$ cat src/rtl/mpe_pkg.sv
package mpe_pkg;

    localparam int MAX_BOUNDARY = 64;
    localparam int DELIM_HEAD   = 4;
    localparam int WIN_DEPTH    = MAX_BOUNDARY + DELIM_HEAD;
    localparam int LEN_W        = $clog2(WIN_DEPTH + 1);
    localparam int BIDX_W       = 6;
    localparam int HDR_W        = 16;
    localparam int CNT_W        = 32;

    typedef logic [7:0] t_byte;

    localparam t_byte CR_BYTE = 8'h0D;

    // Delimiter prefix CR LF '-' '-' and the header terminator CR LF CR LF.
    localparam t_byte DELIM_PREFIX [DELIM_HEAD] = '{8'h0D, 8'h0A, 8'h2D, 8'h2D};
    localparam t_byte BLANK_LINE   [DELIM_HEAD] = '{8'h0D, 8'h0A, 8'h0D, 8'h0A};

    typedef enum logic [1:0] {
        CMD_LOAD    = 2'd0,
        CMD_BODY    = 2'd1,
        CMD_FINISH  = 2'd2,
        CMD_RESTART = 2'd3
    } t_cmd;

    typedef enum logic [1:0] {
        ST_COMPLETE   = 2'd0,
        ST_INCOMPLETE = 2'd1,
        ST_FAILED     = 2'd2
    } t_status;

    typedef enum logic {
        KIND_PAYLOAD = 1'b0,
        KIND_FINISH  = 1'b1
    } t_kind;

    typedef enum logic {
        REG_BOUNDARY_LENGTH = 1'b0,
        REG_HEADER_LIMIT    = 1'b1
    } t_reg_idx;

    // Per-word result of the header skipper.
    typedef struct packed {
        logic in_payload;
        logic fail;
    } t_hdr_stat;

    // Per-word result of the hold window.
    typedef struct packed {
        logic  release_byte;
        logic  match;
        t_byte data;
    } t_win_stat;

endpackage

$ cat src/rtl/mpe_header.sv
module mpe_header (
    input  logic                  i_clk,
    input  logic                  i_rst_n,
    input  logic                  i_clear,
    input  logic                  i_step,
    input  mpe_pkg::t_byte        i_byte,
    input  logic                  i_last,
    input  logic [15:0]           i_header_limit,
    output mpe_pkg::t_hdr_stat    o_stat
);
    import mpe_pkg::*;

    logic [2:0]       r_hmatch;
    logic [HDR_W-1:0] r_hbytes;
    logic             r_in_payload;

    logic [2:0]       n_hmatch;
    logic [HDR_W-1:0] n_hbytes;
    logic             w_term;

    always_comb begin
        n_hbytes = (r_hbytes == {HDR_W{1'b1}}) ? r_hbytes : r_hbytes + 1'b1;
        // r_hmatch stays below four while headers are being skipped.
        if (i_byte == BLANK_LINE[r_hmatch[1:0]]) begin
            n_hmatch = r_hmatch + 3'd1;
        end else begin
            n_hmatch = (i_byte == CR_BYTE) ? 3'd1 : 3'd0;
        end
        w_term = (n_hmatch == 3'(DELIM_HEAD));
    end

    assign o_stat.in_payload = r_in_payload;
    assign o_stat.fail = i_step && !w_term && i_last && (n_hbytes > i_header_limit);

    always_ff @(posedge i_clk) begin
        if (!i_rst_n || i_clear) begin
            r_hmatch     <= 3'd0;
            r_hbytes     <= '0;
            r_in_payload <= 1'b0;
        end else if (i_step) begin
            r_hmatch <= n_hmatch;
            r_hbytes <= n_hbytes;
            if (w_term) begin
                r_in_payload <= 1'b1;
            end
        end
    end

endmodule

$ cat src/rtl/mpe_window.sv
module mpe_window (
    input  logic                        i_clk,
    input  logic                        i_rst_n,
    input  logic                        i_clear,
    input  logic                        i_load,
    input  logic [mpe_pkg::BIDX_W-1:0]  i_load_idx,
    input  mpe_pkg::t_byte              i_byte,
    input  logic                        i_push,
    input  logic [mpe_pkg::LEN_W-1:0]   i_used_len,
    output mpe_pkg::t_win_stat          o_stat
);
    import mpe_pkg::*;

    t_byte            r_bnd [MAX_BOUNDARY];
    t_byte            r_win [WIN_DEPTH];
    logic [LEN_W-1:0] r_fill;

    t_byte            w_next [WIN_DEPTH];
    t_byte            w_ref  [WIN_DEPTH];
    logic [WIN_DEPTH-1:0] w_lane_ok;
    logic [LEN_W-1:0] w_dlen;
    logic [LEN_W-1:0] n_fill;
    logic             w_full;
    logic             w_match;

    assign w_dlen = i_used_len + LEN_W'(DELIM_HEAD);
    assign n_fill = r_fill + 1'b1;

    // Every window position is compared against its delimiter byte at once.
    for (genvar g = 0; g < WIN_DEPTH; g++) begin : g_lane
        if (g < DELIM_HEAD) begin : g_head
            assign w_ref[g] = DELIM_PREFIX[g];
        end else begin : g_bnd
            assign w_ref[g] = r_bnd[g - DELIM_HEAD];
        end
        assign w_next[g]    = (LEN_W'(g) == r_fill) ? i_byte : r_win[g];
        assign w_lane_ok[g] = (LEN_W'(g) >= w_dlen) || (w_next[g] == w_ref[g]);
    end

    assign w_full  = (n_fill == w_dlen);
    assign w_match = i_push && w_full && (&w_lane_ok);

    assign o_stat.match        = w_match;
    assign o_stat.release_byte = i_push && w_full && !w_match;
    assign o_stat.data         = w_next[0];

    always_ff @(posedge i_clk) begin
        if (i_load) begin
            r_bnd[i_load_idx] <= i_byte;
        end
    end

    always_ff @(posedge i_clk) begin
        if (i_push && w_full && !w_match) begin
            for (int i = 0; i < WIN_DEPTH - 1; i++) begin
                r_win[i] <= w_next[i + 1];
            end
            r_win[WIN_DEPTH - 1] <= 8'h00;
        end else if (i_push) begin
            r_win <= w_next;
        end
    end

    // Positions at or above the fill count are never read, so a match only rewinds the count.
    always_ff @(posedge i_clk) begin
        if (!i_rst_n || i_clear) begin
            r_fill <= '0;
        end else if (i_push) begin
            if (w_match) begin
                r_fill <= '0;
            end else if (w_full) begin
                r_fill <= r_fill;
            end else begin
                r_fill <= n_fill;
            end
        end
    end

    a_fill_bound: assert property (@(posedge i_clk) disable iff (!i_rst_n)
        r_fill < LEN_W'(WIN_DEPTH))
        else $error("hold window fill count out of range");

    a_release_needs_full: assert property (@(posedge i_clk) disable iff (!i_rst_n)
        (i_push && !i_clear && !w_full) |=> (r_fill == $past(n_fill)))
        else $error("hold window fill did not advance on a push");

    a_match_excl: assert property (@(posedge i_clk) disable iff (!i_rst_n)
        !(o_stat.match && o_stat.release_byte))
        else $error("delimiter match and byte release in the same word");

endmodule

$ cat src/rtl/multipart_payload_extractor_top.sv
// Multipart payload extractor. Each slave word carries a command in tuser: load a boundary
// byte, feed a body byte (tlast marks the end of a received chunk), ask for the finish
// status, or restart. Part headers are skipped through the first CR LF CR LF, then payload
// bytes come out on the master side, always holding back the bytes that could still turn out
// to be the start of the CR LF "--" boundary delimiter; once the delimiter is seen, later body
// bytes are dropped. A finish word answers complete, incomplete or failed with the saturating
// count of released bytes. One word is taken every clock cycle while the master side keeps up,
// and its result, if any, passes from the input register to the result register, with the
// whole hold window compared against the delimiter combinationally between them. A result
// held by the master side stalls the slave side. Writing boundary_length also restarts the
// extractor, and a zero length marks it failed. Boundary bytes have no reset value and must
// be loaded before they are compared.
module multipart_payload_extractor_top (
    input  logic        i_clk,
    input  logic        i_rst_n,
    // Slave stream.
    input  logic        i_s_tvalid,
    output logic        o_s_tready,
    input  logic [15:0] i_s_tdata,   // [5:0] boundary_index, [13:6] data_byte, [15:14] zero
    input  logic [1:0]  i_s_tuser,   // [1:0] command
    input  logic        i_s_tlast,   // chunk_end
    // Master stream.
    output logic        o_m_tvalid,
    input  logic        i_m_tready,
    output logic [47:0] o_m_tdata,   // [7:0] payload_byte, [9:8] status, [41:10] payload_count
    output logic        o_m_tuser,   // [0] result_kind
    // Register write channel.
    input  logic        i_cfg_valid,
    output logic        o_cfg_ready,
    input  logic        i_cfg_index,
    input  logic [15:0] i_cfg_data
);
    import mpe_pkg::*;

    // Input stage.
    logic               r_in_valid;
    t_cmd               r_in_cmd;
    logic [BIDX_W-1:0]  r_in_idx;
    t_byte              r_in_byte;
    logic               r_in_last;

    // Registers and extractor state.
    logic [LEN_W-1:0]   r_blen;
    logic [HDR_W-1:0]   r_hlimit;
    logic               r_has_failed;
    logic               r_delim_seen;
    logic [CNT_W-1:0]   r_count;

    // Result stage.
    logic               r_out_valid;
    t_kind              r_out_kind;
    t_byte              r_out_byte;
    t_status            r_out_status;
    logic [CNT_W-1:0]   r_out_count;

    logic               w_go;
    logic               w_cfg_wr;
    logic               w_clear;
    logic               w_failed;
    logic               w_active;
    logic [LEN_W-1:0]   w_used;
    logic [CNT_W-1:0]   n_count;
    t_status            w_fin_status;
    t_hdr_stat          w_hdr;
    t_win_stat          w_win;

    assign w_go       = r_in_valid && (!r_out_valid || i_m_tready);
    assign o_s_tready = !r_in_valid || w_go;
    assign o_cfg_ready = 1'b1;
    assign w_cfg_wr   = i_cfg_valid && (t_reg_idx'(i_cfg_index) == REG_BOUNDARY_LENGTH);
    assign w_clear    = w_cfg_wr || (w_go && r_in_cmd == CMD_RESTART);

    assign w_failed = r_has_failed || (r_blen == '0);
    assign w_used   = (r_blen > LEN_W'(MAX_BOUNDARY)) ? LEN_W'(MAX_BOUNDARY) : r_blen;
    assign w_active = w_go && (r_in_cmd == CMD_BODY) && !w_failed && !r_delim_seen;
    assign n_count  = (r_count == {CNT_W{1'b1}}) ? r_count : r_count + 1'b1;

    always_comb begin
        if (w_failed) begin
            w_fin_status = ST_FAILED;
        end else if (r_delim_seen) begin
            w_fin_status = ST_COMPLETE;
        end else begin
            w_fin_status = ST_INCOMPLETE;
        end
    end

    mpe_header u_header (
        .i_clk          (i_clk),
        .i_rst_n        (i_rst_n),
        .i_clear        (w_clear),
        .i_step         (w_active && !w_hdr.in_payload),
        .i_byte         (r_in_byte),
        .i_last         (r_in_last),
        .i_header_limit (r_hlimit),
        .o_stat         (w_hdr)
    );

    mpe_window u_window (
        .i_clk      (i_clk),
        .i_rst_n    (i_rst_n),
        .i_clear    (w_clear),
        .i_load     (w_go && r_in_cmd == CMD_LOAD),
        .i_load_idx (r_in_idx),
        .i_byte     (r_in_byte),
        .i_push     (w_active && w_hdr.in_payload && !w_clear),
        .i_used_len (w_used),
        .o_stat     (w_win)
    );

    always_ff @(posedge i_clk) begin
        if (!i_rst_n) begin
            r_in_valid <= 1'b0;
        end else if (o_s_tready) begin
            r_in_valid <= i_s_tvalid;
        end
    end

    always_ff @(posedge i_clk) begin
        if (o_s_tready && i_s_tvalid) begin
            r_in_cmd  <= t_cmd'(i_s_tuser);
            r_in_idx  <= i_s_tdata[5:0];
            r_in_byte <= i_s_tdata[13:6];
            r_in_last <= i_s_tlast;
        end
    end

    always_ff @(posedge i_clk) begin
        if (!i_rst_n) begin
            r_blen   <= '0;
            r_hlimit <= 16'd8192;
        end else if (i_cfg_valid) begin
            if (t_reg_idx'(i_cfg_index) == REG_BOUNDARY_LENGTH) begin
                r_blen <= i_cfg_data[LEN_W-1:0];
            end else begin
                r_hlimit <= i_cfg_data;
            end
        end
    end

    always_ff @(posedge i_clk) begin
        if (!i_rst_n || w_clear) begin
            r_has_failed <= 1'b0;
            r_delim_seen <= 1'b0;
            r_count      <= '0;
        end else begin
            if (w_hdr.fail) begin
                r_has_failed <= 1'b1;
            end
            if (w_win.match) begin
                r_delim_seen <= 1'b1;
            end
            if (w_win.release_byte) begin
                r_count <= n_count;
            end
        end
    end

    always_ff @(posedge i_clk) begin
        if (!i_rst_n) begin
            r_out_valid <= 1'b0;
        end else if (w_go) begin
            r_out_valid <= (r_in_cmd == CMD_FINISH) || w_win.release_byte;
        end else if (i_m_tready) begin
            r_out_valid <= 1'b0;
        end
    end

    always_ff @(posedge i_clk) begin
        if (w_go && r_in_cmd == CMD_FINISH) begin
            r_out_kind   <= KIND_FINISH;
            r_out_byte   <= 8'h00;
            r_out_status <= w_fin_status;
            r_out_count  <= r_count;
        end else if (w_go && w_win.release_byte) begin
            r_out_kind   <= KIND_PAYLOAD;
            r_out_byte   <= w_win.data;
            r_out_status <= ST_INCOMPLETE;
            r_out_count  <= n_count;
        end
    end

    assign o_m_tvalid = r_out_valid;
    assign o_m_tuser  = r_out_kind;
    assign o_m_tdata  = {6'd0, r_out_count, r_out_status, r_out_byte};

    a_done_no_release: assert property (@(posedge i_clk) disable iff (!i_rst_n)
        r_delim_seen |-> !w_win.release_byte)
        else $error("payload word released after the delimiter");

    a_failed_no_release: assert property (@(posedge i_clk) disable iff (!i_rst_n)
        w_failed |-> !(w_win.release_byte || w_win.match || w_hdr.fail))
        else $error("body word processed while failed");

    a_payload_status: assert property (@(posedge i_clk) disable iff (!i_rst_n)
        (o_m_tvalid && o_m_tuser == KIND_PAYLOAD) |-> (o_m_tdata[9:8] == ST_INCOMPLETE))
        else $error("payload word with a status other than incomplete");

    a_restart_clears: assert property (@(posedge i_clk) disable iff (!i_rst_n)
        w_clear |=> (r_count == '0 && !r_delim_seen && !r_has_failed))
        else $error("restart did not clear the extractor state");

endmodule
$ cat config.mk
export PLATFORM = sky130hd
export DESIGN_NAME = multipart_payload_extractor_top
export DESIGN_NICKNAME = d
export VERILOG_FILES = /design/src/rtl/mpe_pkg.sv /design/src/rtl/mpe_header.sv /design/src/rtl/mpe_window.sv /design/src/rtl/multipart_payload_extractor_top.sv
export SDC_FILE = /design/constraint.sdc
export NUM_CORES = 2
export LEC_CHECK = 0
export ABC_AREA = 1
export BUFFER_PORTS_ARGS = -buffer_cell sky130_fd_sc_hd__buf_2
export CELL_PAD_IN_SITES_DETAIL_PLACEMENT = 1
export CELL_PAD_IN_SITES_GLOBAL_PLACEMENT = 2
export CORE_MARGIN = 4
export CORE_UTILIZATION = 39
export DETAILED_ROUTE_END_ITERATION = 16
export PLACE_DENSITY_LB_ADDON = 0.1
export SLEW_MARGIN = 20
export SYNTH_ARGS = -nofsm -noshare
export SYNTH_HDL_FRONTEND = slang
export SYNTH_SLANG_ARGS = --single-unit
$ cat constraint.sdc
create_clock -name i_clk -period 29.7 [get_ports i_clk]
set_input_delay 5.94 -clock i_clk [delete_from_list [all_inputs] [get_ports i_clk]]
set_output_delay 5.94 -clock i_clk [all_outputs]
set_load 0.005 [all_outputs]
Word level (Yosys, flattened, before mapping)
Memories as Yosys holds them, arrays and structs flattened.
Index checks and enable logic that the tools add are counted.
{"block": "op_classes", "n_addsub": 5, "n_mul": 0, "n_div": 0, "n_lt_le_gt_ge": 71, "n_eq_ne": 145, "shift": 0, "n_mux": 90, "bitwise": 2, "n_reduce_logical": 113}
{"cell": "2-to-1 mux 544 bit", "n": 2}
{"cell": "2-to-1 mux 8 bit", "n": 70}
{"cell": "equality test 8 bit", "n": 65}
{"cell": "equality test 6 x 7 -> 1 bit, first input constant", "n": 32}
{"cell": ">= comparator 6 x 7 -> 1 bit, first input constant", "n": 32}
{"cell": "equality test 5 x 7 -> 1 bit, first input constant", "n": 16}
{"cell": ">= comparator 5 x 7 -> 1 bit, first input constant", "n": 16}
{"cell": "2-to-1 mux 32 bit", "n": 3}
{"cell": "logical OR 1 bit", "n": 74}
{"cell": "AND reduction 68 bit", "n": 1}
{"cell": "equality test 4 x 7 -> 1 bit, first input constant", "n": 8}
{"cell": ">= comparator 4 x 7 -> 1 bit, first input constant", "n": 8}
{"cell": "adder 32 x 1 -> 32 bit, second input constant", "n": 1}
{"cell": "equality test 32 bit, second input constant", "n": 1}
{"cell": "equality test 3 x 7 -> 1 bit, first input constant", "n": 4}
{"cell": "equality test 7 bit, first input constant", "n": 4}
{"cell": ">= comparator 3 x 7 -> 1 bit, first input constant", "n": 4}
{"cell": ">= comparator 7 bit, first input constant", "n": 4}
{"cell": "equality test 8 x 4 -> 1 bit, second input constant", "n": 3}
{"cell": "2-to-1 mux 7 bit", "n": 3}
{"cell": "logical AND 1 bit", "n": 19}
{"cell": "adder 16 x 1 -> 16 bit, second input constant", "n": 1}
{"cell": "binary-select mux 8 bit (select 2 bit)", "n": 1}
{"cell": "equality test 16 bit, second input constant", "n": 1}
{"cell": "27 further kinds", "n": 53}
{"block": "word_totals", "register_bits": 690, "latchBits": 0, "ram_bits": 512, "romBits": 0, "in_bits": 41, "word_cells": 514, "mem_count": 1}
{"name": "u_window.r_bnd", "depth": 64, "word_bits": 8, "read_ports": 64, "rd_ports_with_merged_regs": 0, "write_ports": 1, "line_no": "mpe_window.sv:14", "rtl": "t_byte r_bnd [MAX_BOUNDARY];"}

Logic depth before layout (Yosys ltp)
{"block": "logic_depth", "word_depth": 15, "depth_mapped": 30, "mapped_depth_nobuf": 27}

By module
From an unflattened synthesis, not the netlist that was laid out.
{"block": "unflattened", "hier_cells": 8310, "hier_area_um2": 65365.2}
{"mod": "mpe_window", "instances": 1, "cells_each": 7278, "area_per_inst_um2": 57859.2, "seq_area_each_um2": 31770.5}
{"mod": "multipart_payload_extractor_top", "instances": 1, "cells_each": 732, "area_per_inst_um2": 5622.9, "seq_area_each_um2": 2892.8}
{"mod": "mpe_header", "instances": 1, "cells_each": 300, "area_per_inst_um2": 1883.1, "seq_area_each_um2": 400.4}

Worst setup path after synthesis
Ideal clock, no wire load.
{"block": "synth_timing", "path_type": "input port to flip-flop", "startpoint": "input i_m_tready", "endpoint": "register u_window.r_win[100] (netlist name) (enable)", "setup_ns": 1.110, "arrival_time_ns": 21.712, "t_required_ns": 28.590, "path_slack_ns": 6.878, "stages": 11, "path_buffers": 3, "cell_sequence": "inv_1 -> nand2_1 -> nand2_1 -> inv_1 -> nand3_1 -> nor2_1 -> inv_1 -> nor3_1 -> clkbuf_1 -> clkbuf_1 -> clkbuf_1"}
{"block": "synth_via", "elab_chain_len": 12}
{"item": "from (decl)", "line_no": "multipart_payload_extractor_top.sv:24", "rtl": "input logic i_m_tready,"}
{"item": "logical OR 1 bit *", "line_no": "multipart_payload_extractor_top.sv:67", "rtl": "assign w_go = r_in_valid && (!r_out_valid || i_m_tready);"}
{"item": "logical AND 1 bit *", "line_no": "multipart_payload_extractor_top.sv:67"}
{"item": "logical AND 1 bit (3 in series)", "line_no": "multipart_payload_extractor_top.sv:75", "rtl": "assign w_active = w_go && (r_in_cmd == CMD_BODY) && !w_failed && !r_delim_seen;"}
{"item": "logical AND 1 bit", "line_no": "multipart_payload_extractor_top.sv:106", "rtl": ".i_push (w_active && w_hdr.in_payload && !w_clear),"}
{"item": "logical AND 1 bit *", "line_no": "multipart_payload_extractor_top.sv:106"}
{"item": "via u_window.i_push", "line_no": "mpe_window.sv:8", "rtl": "input logic i_push,"}
{"item": "logical AND 1 bit", "line_no": "mpe_window.sv:41, mpe_window.sv:54"}
{"item": "logical AND 1 bit", "line_no": "mpe_window.sv:41", "rtl": "assign w_match = i_push && w_full && (&w_lane_ok);"}
{"item": "zero test 1 bit", "line_no": "mpe_window.sv:54", "rtl": "if (i_push && w_full && !w_match) begin"}
{"item": "logical AND 1 bit", "line_no": "mpe_window.sv:54"}
{"item": "nonzero test 2 bit (no line) *"}
{"item": "to (signal, indexed assignment)", "line_no": "mpe_window.sv:56", "rtl": "r_win[i] <= w_next[i + 1];"}
{"item": "to (signal assigned)", "line_no": "mpe_window.sv:60", "rtl": "r_win <= w_next;"}
{"item": "to (decl)", "line_no": "mpe_window.sv:15", "rtl": "t_byte r_win [WIN_DEPTH];"}
The timed path passes the listed nets; every way through them passes the cells marked *.
A chain may end at the register's enable or synchronous reset.

Worst setup path in the final report
{"block": "layout_timing", "startpoint": "input i_m_tready", "endpoint": "output o_s_tready"}
{"block": "layout_via", "elab_chain_len": 3}
{"item": "logical OR 1 bit", "line_no": "multipart_payload_extractor_top.sv:67"}
{"item": "logical AND 1 bit", "line_no": "multipart_payload_extractor_top.sv:67"}
{"item": "logical OR 1 bit", "line_no": "multipart_payload_extractor_top.sv:68", "rtl": "assign o_s_tready = !r_in_valid || w_go;"}
{"item": "to (decl)", "line_no": "multipart_payload_extractor_top.sv:18", "rtl": "output logic o_s_tready,"}
Every way passes these cells.

==> run_results.csv <==
group,metric,value,unit
placed_design,post-dp-hpwl,162,mm
outcome,status,"completed",
grt,grt_pass1_vias,57383,
worst_setup_path,cp-startpoint,"i_m_tready",
yosys,synth_top_area_frac,0.497,
die,start_util,0.392,
yosys,synth_edf_count,1099,
yosys,synth_seq_area_share,0.528,
yosys,ys_seq_elements,1202,
worst_setup_path,cp-start-kind,"input port",
yosys,ys.flop_type,"edfxtp_1",
worst_setup_path,crit_path_end_kind,"primary output",
yosys,syn_area_per_cell,7.90,um2
placed_design,placed_area,68900,um2
routing,antenna_left,0,
worst_setup_path,cp_max_fo,3,
sta,setup_tns,0,ps
layout,fin_area,73300,um2
yosys,synth_area,66400,um2
routing,drt_iter0_markers,4769,
layout,final_util,0.433,
clock_tree,cts_tree,"yes",
clock_tree,cts_root_buffer,"clkbuf_16",
layout,fill_cells,20429,
clock_tree,path_clk_slew,50,ps
yosys,synth_commonest_cells,"nand2_1, edfxtp_1, inv_1",
worst_hold_path,hold_path.class,"reg -> reg",
power_and_ir_drop,clkPwrFrac,0.467,
clock_tree,ctsResizeCount,0,
worst_setup_path,cp.arrival,6340,ps
worst_setup_path,criticalPathCategory,"in -> out",
grt,track_usage,0.272,
sta,final_hold_viol_count,0,
grt,grt_overflow,0,
routing,drc,0,
clock_tree,numCtsBuffers,147,
worst_hold_path,hp-start,"o_m_tuser$_SDFFE_PP1P_",
yosys,ys_types,45,
layout,drive_above_1_share,0.0520,
power_and_ir_drop,sequentialPowerShare,0.498,
sta,tightest_slew,1140,ps
sta,finalClockSkew,41.4,ps
yosys,yosys.cell_count.top_type,"nand2_1",
layout,area_delta_synth_final,10.5,%
grt,grt_max_degree,151,
die,die_w,421,um
worst_setup_path,critPathTopFamily,"buffers and inverters",
yosys,synth_top_area_cell,"edfxtp_1",
layout,fin_nets,8465,
worst_setup_path,path_common_cell,"buf_2",
worst_setup_path,crit-reg2reg-launch,"r_blen[5]$_SDFFE_PN0P_",
routing,drt-pass1-iter-count,5,
routing,routed_wl,244,mm
die,rows,151,
worst_hold_path,worstHoldPathCells,2,
clock_tree,post_cts.repair.setup_buffers,0,
die,dieArea,177000,um2
die,boundaryPins,93,
yosys,ys_async_sr_fraction,0,
grt,grt_pass1_wl,361,mm
clock_tree,cts_hold_buf,0,
flow_run,max_cap_violations,0,
sta,max_freq,81.4,MHz
worst_setup_path,path_buf_inv,3,
sta,fin_crit,12280,ps
power_and_ir_drop,combPwrFrac,0.034,
die,die_h,421,um
yosys,synthTopCellsByArea,"edfxtp_1, nand2_1, inv_1, nand3_1, o21ai_0",
power_and_ir_drop,max-vdd-ir-drop,0.0645,mV
routing,vias,58235,
worst_setup_path,slowest_delay,150,ps
placed_design,gp_congestion,0.892,
sta,slew_viol_final,0,
routing,vias_per_cell,5.43,
sta,rsz0062_at_grt,"false",
clock_tree,h-tree-depth,4,
worst_setup_path,crit_chain,"buf_2, inv_1, nand3_1, buf_2",
power_and_ir_drop,switching_share,0.227,
placed_design,port_buffers,83,
grt,antenna_found_initial,13,
power_and_ir_drop,p_leak,30.0,nW
die,core,169000,um2
routing,wire_per_inst,22.7,um
sta,setup_violations,0,
clock_tree,cts.path.max_buffers,3,
power_and_ir_drop,totalPowerFinal,3.70,mW
power_and_ir_drop,intPower,2.86,mW
worst_setup_path,ff2ff_path_depth,28,
worst_setup_path,slowest_stage,"buf_2",
clock_tree,clock_latency,810,ps
power_and_ir_drop,p_switching,0.837,mW
sta,fin_crit_sh,0.413,
power_and_ir_drop,power_density,50.4,nW/um2
yosys,yosysWarningCount,0,
clock_tree,clock-sinks,1202,
worst_setup_path,cp.depth,4,
sta,relSlewSlack,0.235,
yosys,synth_cells,8400,
worst_setup_path,critical_path_required,23760,ps
[area by class of cell]
cell class                 count  area (um2)  area share
sequential                  1202       35100       0.478
clock inverter                49         385     0.00525
inverter                    1084        4090      0.0558
tap                         2218        2780      0.0378
antenna                        5        12.5    0.000171
timing repair buffer         168        1080      0.0147
multi-input combinational   5791       25900       0.353
clock buffer                 209        4070      0.0555
[metrics by stage]
step	hold slack, ps	std cells	setup WS [ps]
final	456	10726	17420
after CTS	459	10721	17420
after global placement	433	10463	17420
after detailed placement	445	10463	17420
after floorplan	430	8405	6880
after global routing	480	10721	17380
[layer usage]
metal	GRT usage	vias up	wire length (um)
li1	-	27660	-
met1	0.379	28873	111000
met2	0.448	1381	113000
met3	0.0326	321	13000
met4	0.0747	0	6770
met5	0	-	0
[worst paths after layout]
| check | slack, ps | end |
|---|---|---|
| setup / recovery | 17420 | o_s_tready |
| hold / removal | 460 | o_m_tuser$_SDFFE_PP1P_ |
| setup reg to reg | 21180 | u_window.r_win[282]$_DFFE_PP_ |
| hold reg to reg | 460 | o_m_tuser$_SDFFE_PP1P_ |
[flip-flops by register name, summed over array words and instances (netlist names), 3 cells and up]
register and cells:
r_in_byte 8, u_header.r_hmatch 3, u_header.r_hbytes 16, u_window.r_bnd 512, r_count 32, u_window.r_win 544
u_window.r_fill 7, r_out_byte 8, r_hlimit 16, r_out_count 32, r_in_idx 6, r_blen 7
[kinds of logic (layout without fill, tap and decap cells)]
family          Yosys count  count (layout)  share of synthesized area
flops                  1202            1202                      0.528
buf+inv                1412            1510                     0.0835
xor+xnor                 80              80                     0.0107
fa+ha+maj                30              30                    0.00565
simple gates           4712            4712                      0.295
compound gates          962             962                     0.0771
other cells               2              12                   0.000113
[layout by cell type, fill, tap and decap left out, types with 15 or more instances in the layout]
cell type  count
inv_1       1065
ha_1          30
clkinv_1      29
clkbuf_1      52
o21ai_0      548
buf_2         83
xnor2_1       22
o22ai_1      128
nor3_1        39
nor2_1       489
xor2_1        57
a21oi_1      126
buf_4         83
nand3_1      636
o211ai_1      15
nor2_2        46
nand3b_1      61
dfxtp_1      103
nand2_1     3158
or2_2         18
edfxtp_1    1099
o21ai_1      102
clkbuf_16    152
nand4_1      244
[worst min-delay path, cell delays in order (launching register included)]
cell and delay [ps]:
dfxtp_1 320, nand2_1 60, nand2_1 50
[power by group through the flow]
| stage | Clock (mW) | Combinational, mW | Sequential (mW) |
|---|---|---|---|
| 2_1_floorplan | 0 | 0.0548 | 1.88 |
| 5_1_grt | 1.83 | 0.135 | 1.84 |
| 3_5_place_dp | 0 | 0.127 | 1.88 |
| 6_report | 1.73 | 0.127 | 1.84 |
| 3_3_place_gp | 0 | 0.125 | 1.88 |
| 4_1_cts | 1.76 | 0.127 | 1.84 |
Power figures use the tool's default switching activity.
